--- src/rusi_pkg.sv ---
// Shared constants, types and arithmetic helpers of the ray/box slab intersector.
`timescale 1ns / 1ps
package rusi_pkg;

    localparam int DATA_W    = 32;
    localparam int FRAC_BITS = 16;
    localparam int NUM_AXES  = 3;
    // Dividend magnitude: |bound - origin| < 2^32, shifted by the fraction bits
    localparam int NUM_W     = DATA_W + FRAC_BITS;
    localparam int REM_W     = DATA_W;
    localparam int EXT_W     = DATA_W + 2;
    // Distance width with room for the unbounded marks
    localparam int T_W       = NUM_W + 3;
    // Prep register, one register per quotient bit, floor/sort register
    localparam int LANE_LAT  = NUM_W + 2;
    // Lanes, then the min/max register, then the output register
    localparam int PIPE_LAT  = LANE_LAT + 2;

    localparam logic signed [EXT_W-1:0] ONE_X   = EXT_W'(1) <<< FRAC_BITS;
    localparam logic signed [T_W-1:0]   T_MAX   = {1'b0, {(T_W-1){1'b1}}};
    localparam logic signed [T_W-1:0]   T_MIN   = {1'b1, {(T_W-1){1'b0}}};
    localparam logic signed [T_W-1:0]   SAT_MAX = T_W'({1'b0, {(DATA_W-1){1'b1}}});
    localparam logic signed [T_W-1:0]   SAT_MIN = -SAT_MAX - T_W'(1);

    typedef struct packed {
        logic signed [DATA_W-1:0] origin_x;
        logic signed [DATA_W-1:0] origin_y;
        logic signed [DATA_W-1:0] origin_z;
        logic signed [DATA_W-1:0] dir_x;
        logic signed [DATA_W-1:0] dir_y;
        logic signed [DATA_W-1:0] dir_z;
    } t_ray;

    typedef struct packed {
        logic                     hit;
        logic signed [DATA_W-1:0] t_near;
        logic signed [DATA_W-1:0] t_far;
    } t_res;

    // Per-axis slab as seen by the merge stage
    typedef struct packed {
        logic                  ok;
        logic signed [T_W-1:0] lo;
        logic signed [T_W-1:0] hi;
    } t_slab;

    typedef struct packed {
        logic [REM_W-1:0] rem;
        logic [NUM_W-1:0] num;
    } t_div;

    // One restoring step: shift in the next dividend bit, subtract when it fits
    function automatic t_div div_step(input t_div cur, input logic [REM_W-1:0] dmag);
        logic [REM_W:0] trial;
        logic [REM_W:0] diff;
        logic           qbit;
        t_div           nxt;
        trial   = {cur.rem, cur.num[NUM_W-1]};
        diff    = trial - {1'b0, dmag};
        qbit    = (trial >= {1'b0, dmag});
        nxt.rem = qbit ? diff[REM_W-1:0] : trial[REM_W-1:0];
        nxt.num = {cur.num[NUM_W-2:0], qbit};
        return nxt;
    endfunction

    // Apply the quotient sign, rounding toward negative infinity
    function automatic logic signed [T_W-1:0] floor_fix(input t_div q, input logic neg);
        logic signed [T_W-1:0] mag;
        mag = $signed({{(T_W-NUM_W){1'b0}}, q.num});
        if (neg) begin
            return -mag - ((q.rem != '0) ? T_W'(1) : T_W'(0));
        end
        return mag;
    endfunction

    function automatic logic signed [DATA_W-1:0] sat32(input logic signed [T_W-1:0] v);
        if (v > SAT_MAX) begin
            return {1'b0, {(DATA_W-1){1'b1}}};
        end
        if (v < SAT_MIN) begin
            return {1'b1, {(DATA_W-1){1'b0}}};
        end
        return v[DATA_W-1:0];
    endfunction

endpackage

--- src/rusi_merge.sv ---
// Merge stage: combine the three slabs, decide hit/miss and saturate the distances.
`timescale 1ns / 1ps
module rusi_merge (
    input  logic            i_clk,
    input  logic            i_en,
    input  rusi_pkg::t_slab i_slab [rusi_pkg::NUM_AXES],
    output rusi_pkg::t_res  o_res
);
    import rusi_pkg::*;

    logic                  n_ok;
    logic signed [T_W-1:0] n_tmin;
    logic signed [T_W-1:0] n_tmax;
    logic                  r_ok;
    logic signed [T_W-1:0] r_tmin;
    logic signed [T_W-1:0] r_tmax;
    t_res                  n_res;
    t_res                  r_res;

    always_comb begin
        n_ok   = 1'b1;
        n_tmin = T_MIN;
        n_tmax = T_MAX;
        for (int a = 0; a < NUM_AXES; a++) begin
            n_ok = n_ok && i_slab[a].ok;
            if (i_slab[a].lo > n_tmin) begin
                n_tmin = i_slab[a].lo;
            end
            if (i_slab[a].hi < n_tmax) begin
                n_tmax = i_slab[a].hi;
            end
        end
    end

    always_comb begin
        n_res = '0;
        if (r_ok && !r_tmax[T_W-1] && (r_tmin <= r_tmax)) begin
            n_res.hit    = 1'b1;
            n_res.t_near = sat32(r_tmin);
            n_res.t_far  = sat32(r_tmax);
        end
    end

    always_ff @(posedge i_clk) begin
        if (i_en) begin
            r_ok   <= n_ok;
            r_tmin <= n_tmin;
            r_tmax <= n_tmax;
            r_res  <= n_res;
        end
    end

    assign o_res = r_res;

endmodule

--- config.mk ---
export PLATFORM = sky130hd
export DESIGN_NAME = rusi_merge
export DESIGN_NICKNAME = d
export VERILOG_FILES = /design/src/rusi_pkg.sv /design/src/rusi_merge.sv
export SDC_FILE = /design/constraint.sdc
export NUM_CORES = 1
export LEC_CHECK = 0
export BUFFER_PORTS_ARGS = -buffer_cell sky130_fd_sc_hd__buf_2
export CAP_MARGIN = 20
export CORE_AREA = 4 4 159 223
export DETAILED_ROUTE_END_ITERATION = 12
export DIE_AREA = 0 0 163 227
export PLACE_DENSITY = 0.69
export SLEW_MARGIN = 30
export SYNTH_ARGS = -nofsm -noshare
export SYNTH_HDL_FRONTEND = slang
export SYNTH_SLANG_ARGS = --single-unit
--- constraint.sdc ---
create_clock -name i_clk -period 6.7 [get_ports i_clk]
set_input_delay 1.005 -clock i_clk [delete_from_list [all_inputs] [get_ports i_clk]]
set_output_delay 1.005 -clock i_clk [all_outputs]
set_load 0.1 [all_outputs]
# Word-level counts from Yosys, hierarchy flattened
# Index checks and enable logic that the tools add are counted.
# Widths: inputs -> output; s select.
# totals
ff_bits,168
input_bits,311
output_inout_bits,65
elab_cells,47
# classes
magnitude_cmp,11
n_mux,25
reduce_logical,5
# op_table
cell,count
$mux 51,6
$mux 32,8
$gt 51x32->1 const B,2
$gt 51x51->1,2
$lt 51x32->1 const B,2
$lt 51x51->1,2
$mux 65,1
$gt 51x51->1 const B,1
$le 51x51->1,1
$lt 51x51->1 const B,1
$mux 1,10
$logic_and 1x1->1,4
$logic_not 1->1,1

# Depth between registers and ports, before layout
# logic_depth
word_depth,9
depth_mapped,21
depth_no_buf,18

# Worst setup path before layout
# OpenSTA, ideal clock, no wires.
# synth_timing
kind,input to register
start,in i_slab[271] (netlist name)
end,reg r_tmin[0] (data pin)
setup_time_ns,0.260
t_arrival_ns,5.010
required_ns,6.440
setup_slack_ns,1.430
stages,20
n_path_buf,2
path_cell_list,inv_1 > ha_1 > and4_1 > nand3_1 > a311o_1 > a211oi_1 > nor2_1 > a211oi_2 > buf_6 > buf_6 > mux2i_1 > ha_1 > a21o_1 > a21o_1 > a2111oi_0 > a2111oi_0 > nor3_1 > mux2_2 > nand3_2 > mux2_2
# synth_via
elab_chain_len,6
# synth_rtl
element,line_no,rtl
start: declaration,rusi_merge.sv:6,"input rusi_pkg::t_slab i_slab [rusi_pkg::NUM_AXES],"
$gt 51x51->1,rusi_merge.sv:26,if (i_slab[a].lo > n_tmin) begin
$mux 51 (*),rusi_merge.sv:26,
$gt 51x51->1,rusi_merge.sv:26,
$mux 51 (*),rusi_merge.sv:26,
$gt 51x51->1,rusi_merge.sv:26,
$mux 51 (*),rusi_merge.sv:26,
net n_tmin[0],rusi_merge.sv:12,logic signed [T_W-1:0] n_tmin;
end signal: assignment,rusi_merge.sv:47,r_tmin <= n_tmin;
end: declaration,rusi_merge.sv:15,logic signed [T_W-1:0] r_tmin;
# The timed path passes the listed nets; every way through them passes the cells marked *.
# A chain may end at the register's enable or synchronous reset.

# Final worst setup path
# layout_timing
start,in i_slab[214] (netlist name)
end,reg r_tmax[22] (data pin)
# layout_via
elab_chain_len,6
# layout_rtl
element,line_no,rtl
$lt 51x51->1,rusi_merge.sv:29,if (i_slab[a].hi < n_tmax) begin
$mux 51 (*),rusi_merge.sv:29,
$lt 51x51->1,rusi_merge.sv:29,
$mux 51 (*),rusi_merge.sv:29,
$lt 51x51->1,rusi_merge.sv:29,
$mux 51 (*),rusi_merge.sv:29,
net n_tmax[22],rusi_merge.sv:13,logic signed [T_W-1:0] n_tmax;
end signal: assignment,rusi_merge.sv:48,r_tmax <= n_tmax;
end: declaration,rusi_merge.sv:16,logic signed [T_W-1:0] r_tmax;
# Marks and branches as above.

==> results.sh <==
export IMPL_worstHoldStart="r_tmax[7]"
export IMPL_crit_chain="buf_2 -> inv_1 -> ha_1 -> a211oi_1 -> nor2_1 -> nor3_1 -> a211oi_2 -> nor3_2 -> mux2i_4 -> buf_4 -> mux2i_1 -> ha_1 -> a21o_1 -> a21oi_1 -> o221ai_1 -> a211oi_1 -> nand4_1 -> mux2_2 -> a31oi_4 -> buf_12 -> mux2i_1"
export IMPL_die_x_um=163
export IMPL_synth_edff_count=168
export IMPL_synthCells=1557
export IMPL_clock_sinks=168
export IMPL_r2r_start="r_tmin[12]"
export IMPL_final_cell_mix="buf_2 (374), inv_1 (265), ha_1 (253), mux2i_1 (201), edfxtp_1 (168)"
export IMPL_crit_required_ps=6930
export IMPL_fin_crit_sh_pct=89.31
export IMPL_crit_type="in -> reg"
export IMPL_path_buf_inv=4
export IMPL_place_congestion=0.8859
export IMPL_grt_pass1_wl_um=64700
export IMPL_synth_simple_area_share_pct=11.66
export IMPL_fill_cells=3069
export IMPL_yosys_area_share_xor_xnor_pct=0
export IMPL_cp_top_family="compound AO/OA/AOI/OAI gates"
export IMPL_ys_types=61
export IMPL_crit_fanout=43
export IMPL_cp_start_kind="primary input"
export IMPL_antenna_found_initial=10
export IMPL_ctsHoldBuffers=0
export IMPL_cts_setup_buffers=0
export IMPL_cts_inserted_buffers=17
export IMPL_pin_count=376
export IMPL_pwr_share_clk_pct=21.8
export IMPL_yosysWarnings=0
export IMPL_start_util_pct=44.90
export IMPL_power_leakage_uw=0.009546
export IMPL_clock_path_buffers=2
export IMPL_drtIter0Drc=574
export IMPL_setup_ws_ps=716.5
export IMPL_core_area_um2=33210
export IMPL_relSlewSlack_pct=37.69
export IMPL_wl_um=43170
export IMPL_vias=12583
export IMPL_maxCapViolations=0
export IMPL_p_sw_share_pct=41.30
export IMPL_nNetsFinal=2485
export IMPL_internal_power_uw=2629
export IMPL_p_per_area_nw_per_um2=250.2
export IMPL_tightest_slew_ps=934.6
export IMPL_finalPower_uw=4479
export IMPL_clock_skew_ps=13.95
export IMPL_muxShareOfSynthArea_pct=13.99
export IMPL_crit_path_start="i_slab[214]"
export IMPL_synth_compound_area_share_pct=10.61
export IMPL_ys_seq_elements=168
export IMPL_slowest_delay_ps=350
export IMPL_end_kind="flip-flop"
export IMPL_vias_per_cell=5.265
export IMPL_seqPwrFrac_pct=34.2
export IMPL_path_clk_slew_ps=70
export IMPL_fmax_mhz=167.1
export IMPL_cts_tree="done"
export IMPL_synth_area_leader_cell="edfxtp_1"
export IMPL_setup_tns_ps=0
export IMPL_layout_drive_gt1_share_pct=22.85
export IMPL_netSwitchingPower_uw=1850
export IMPL_synth_seq_area_share_pct=33.83
export IMPL_synth_ff_type="edfxtp_1"
export IMPL_postLayoutCoreUtil_pct=53.90
export IMPL_worstSkewPairLatency_ps=440
export IMPL_avgSynthCellArea_um2=9.577
export IMPL_setup_viol=0
export IMPL_grt_pass1_vias=12791
export IMPL_rows=79
export IMPL_firstDrtPassIters=6
export IMPL_comb_power_share_pct=44.0
export IMPL_drcViolationCount=0
export IMPL_irDropWorstVdd_uv=172.1
export IMPL_finalHoldViolations=0
export IMPL_syn_cell_area_um2=14910
export IMPL_worstHoldPathType="reg -> reg"
export IMPL_rsz0062_at_grt="false"
export IMPL_overflow=0
export IMPL_ant_nets=0
export IMPL_yosysTopAreaCellShare_pct=33.83
export IMPL_io_buffers=375
export IMPL_outcome="complete, no violations"
export IMPL_place_ws_ps=284.5
export IMPL_synth_top_family_by_area="adder cells"
export IMPL_htreeDepth=4
export IMPL_dieArea_um2=37000
export IMPL_synth_area_leaders="edfxtp_1 (34%), ha_1 (21%), mux2i_1 (13%)"
export IMPL_slowest_stage="nor3_2"
export IMPL_cts_repair_resized=0
export IMPL_synthAdderAreaFrac_pct=21.23
export IMPL_synth_fp_nets=2121
export IMPL_syn_to_final_growth_pct=20.04
export IMPL_die_y_um=227
export IMPL_dp_hpwl_um=36450
export IMPL_grt_start_max_net_pins=94
export IMPL_wl_per_cell_um=18.06
export IMPL_critPathArrivalTime_ps=6220
export IMPL_root_buffer="clkbuf_16"
export IMPL_slew_violations=0
export IMPL_fin_hold_ws_ps=609.2
export IMPL_ys_async_sr_fraction_pct=0
export IMPL_layout_commonest_cell="buf_2"
export IMPL_grtUsageTotal_pct=22.44
export IMPL_min_period_ps=5983
-- power groups by stage --
stage               sequential, µW  combinational, µW  clock, µW
global placement              1560               1930          0
detailed placement            1560               1980          0
global route                  1540               2180       1050
floorplan                     1830               1140          0
CTS                           1530               1990        999
finish                        1530               1970        976
-- per-layer routing --
| metal | routed length [µm] | up-vias | track usage, % |
|---|---|---|---|
| li1 | - | 6324 | - |
| met1 | 15830 | 5853 | 23.75 |
| met2 | 24430 | 322 | 44.48 |
| met3 | 1548 | 84 | 3.152 |
| met4 | 1362 | 0 | 8.365 |
| met5 | 0 | - | 0 |
-- final timing paths --
path	end	slack, ps	cells after the start
min	o_res[7]	610	2
max	r_tmax[22]	720	21
min reg2reg	o_res[7]	610	2
max reg2reg	o_res[0]	3410	10
-- cell families (layout without fill, tap and decap cells) --
family | Yosys count | count (layout)
and+or+nand+nor | 370 | 370
buffers and inverters | 311 | 688
adders and majority gates | 253 | 253
AOI/OAI and AO/OA | 247 | 247
muxes | 207 | 207
DFF | 168 | 168
other | 1 | 12
-- synthesized netlist by cell type, types with 6 or more instances --
master / n
nand2_1: 130
buf_6: 11
edfxtp_1: 168
nor3_1: 16
and3_1: 8
nor2_1: 103
nor2b_1: 7
a21oi_1: 60
nor4_1: 14
nand3_1: 18
a2111oi_0: 6
a21o_1: 40
o21ai_0: 74
inv_1: 265
ha_1: 253
o211ai_1: 7
nand4_1: 49
mux2i_1: 201
clkbuf_1: 20
a211oi_1: 13
and4_1: 7
buf_4: 10
o21a_1: 8
-- area by class of cell --
cell class,count,area [µm²],share of cell area [%]
sequential,168,5045,28.18
multi-input combinational,1078,8622,48.17
tap,445,556.8,3.111
clock buffer,17,425.4,2.377
antenna,11,27.53,0.1538
clock inverter,15,175.2,0.9786
inverter,265,994.7,5.557
timing repair buffer,391,2053,11.47
-- registers in the layout, summed over array words and instances (netlist names) --
name and cells:
o_res 65, r_ok 1, r_tmax 51, r_tmin 51
-- through the flow --
stage / area [µm²] / cells
floorplan: 14910 / 1557
global placement: 17270 / 2347
detailed placement: 17270 / 2347
CTS: 17870 / 2379
global route: 17900 / 2389
finish: 17900 / 2390
-- worst min-delay path: cells and delay by family (launching register included) --
| kind | cells | cell delay (ps) |
|---|---|---|
| AND/OR/NAND/NOR | 1 | 80 |
| AO/OA/AOI/OAI | 1 | 80 |
| flip-flops | 1 | 340 |
Power figures use the tool's default switching activity.
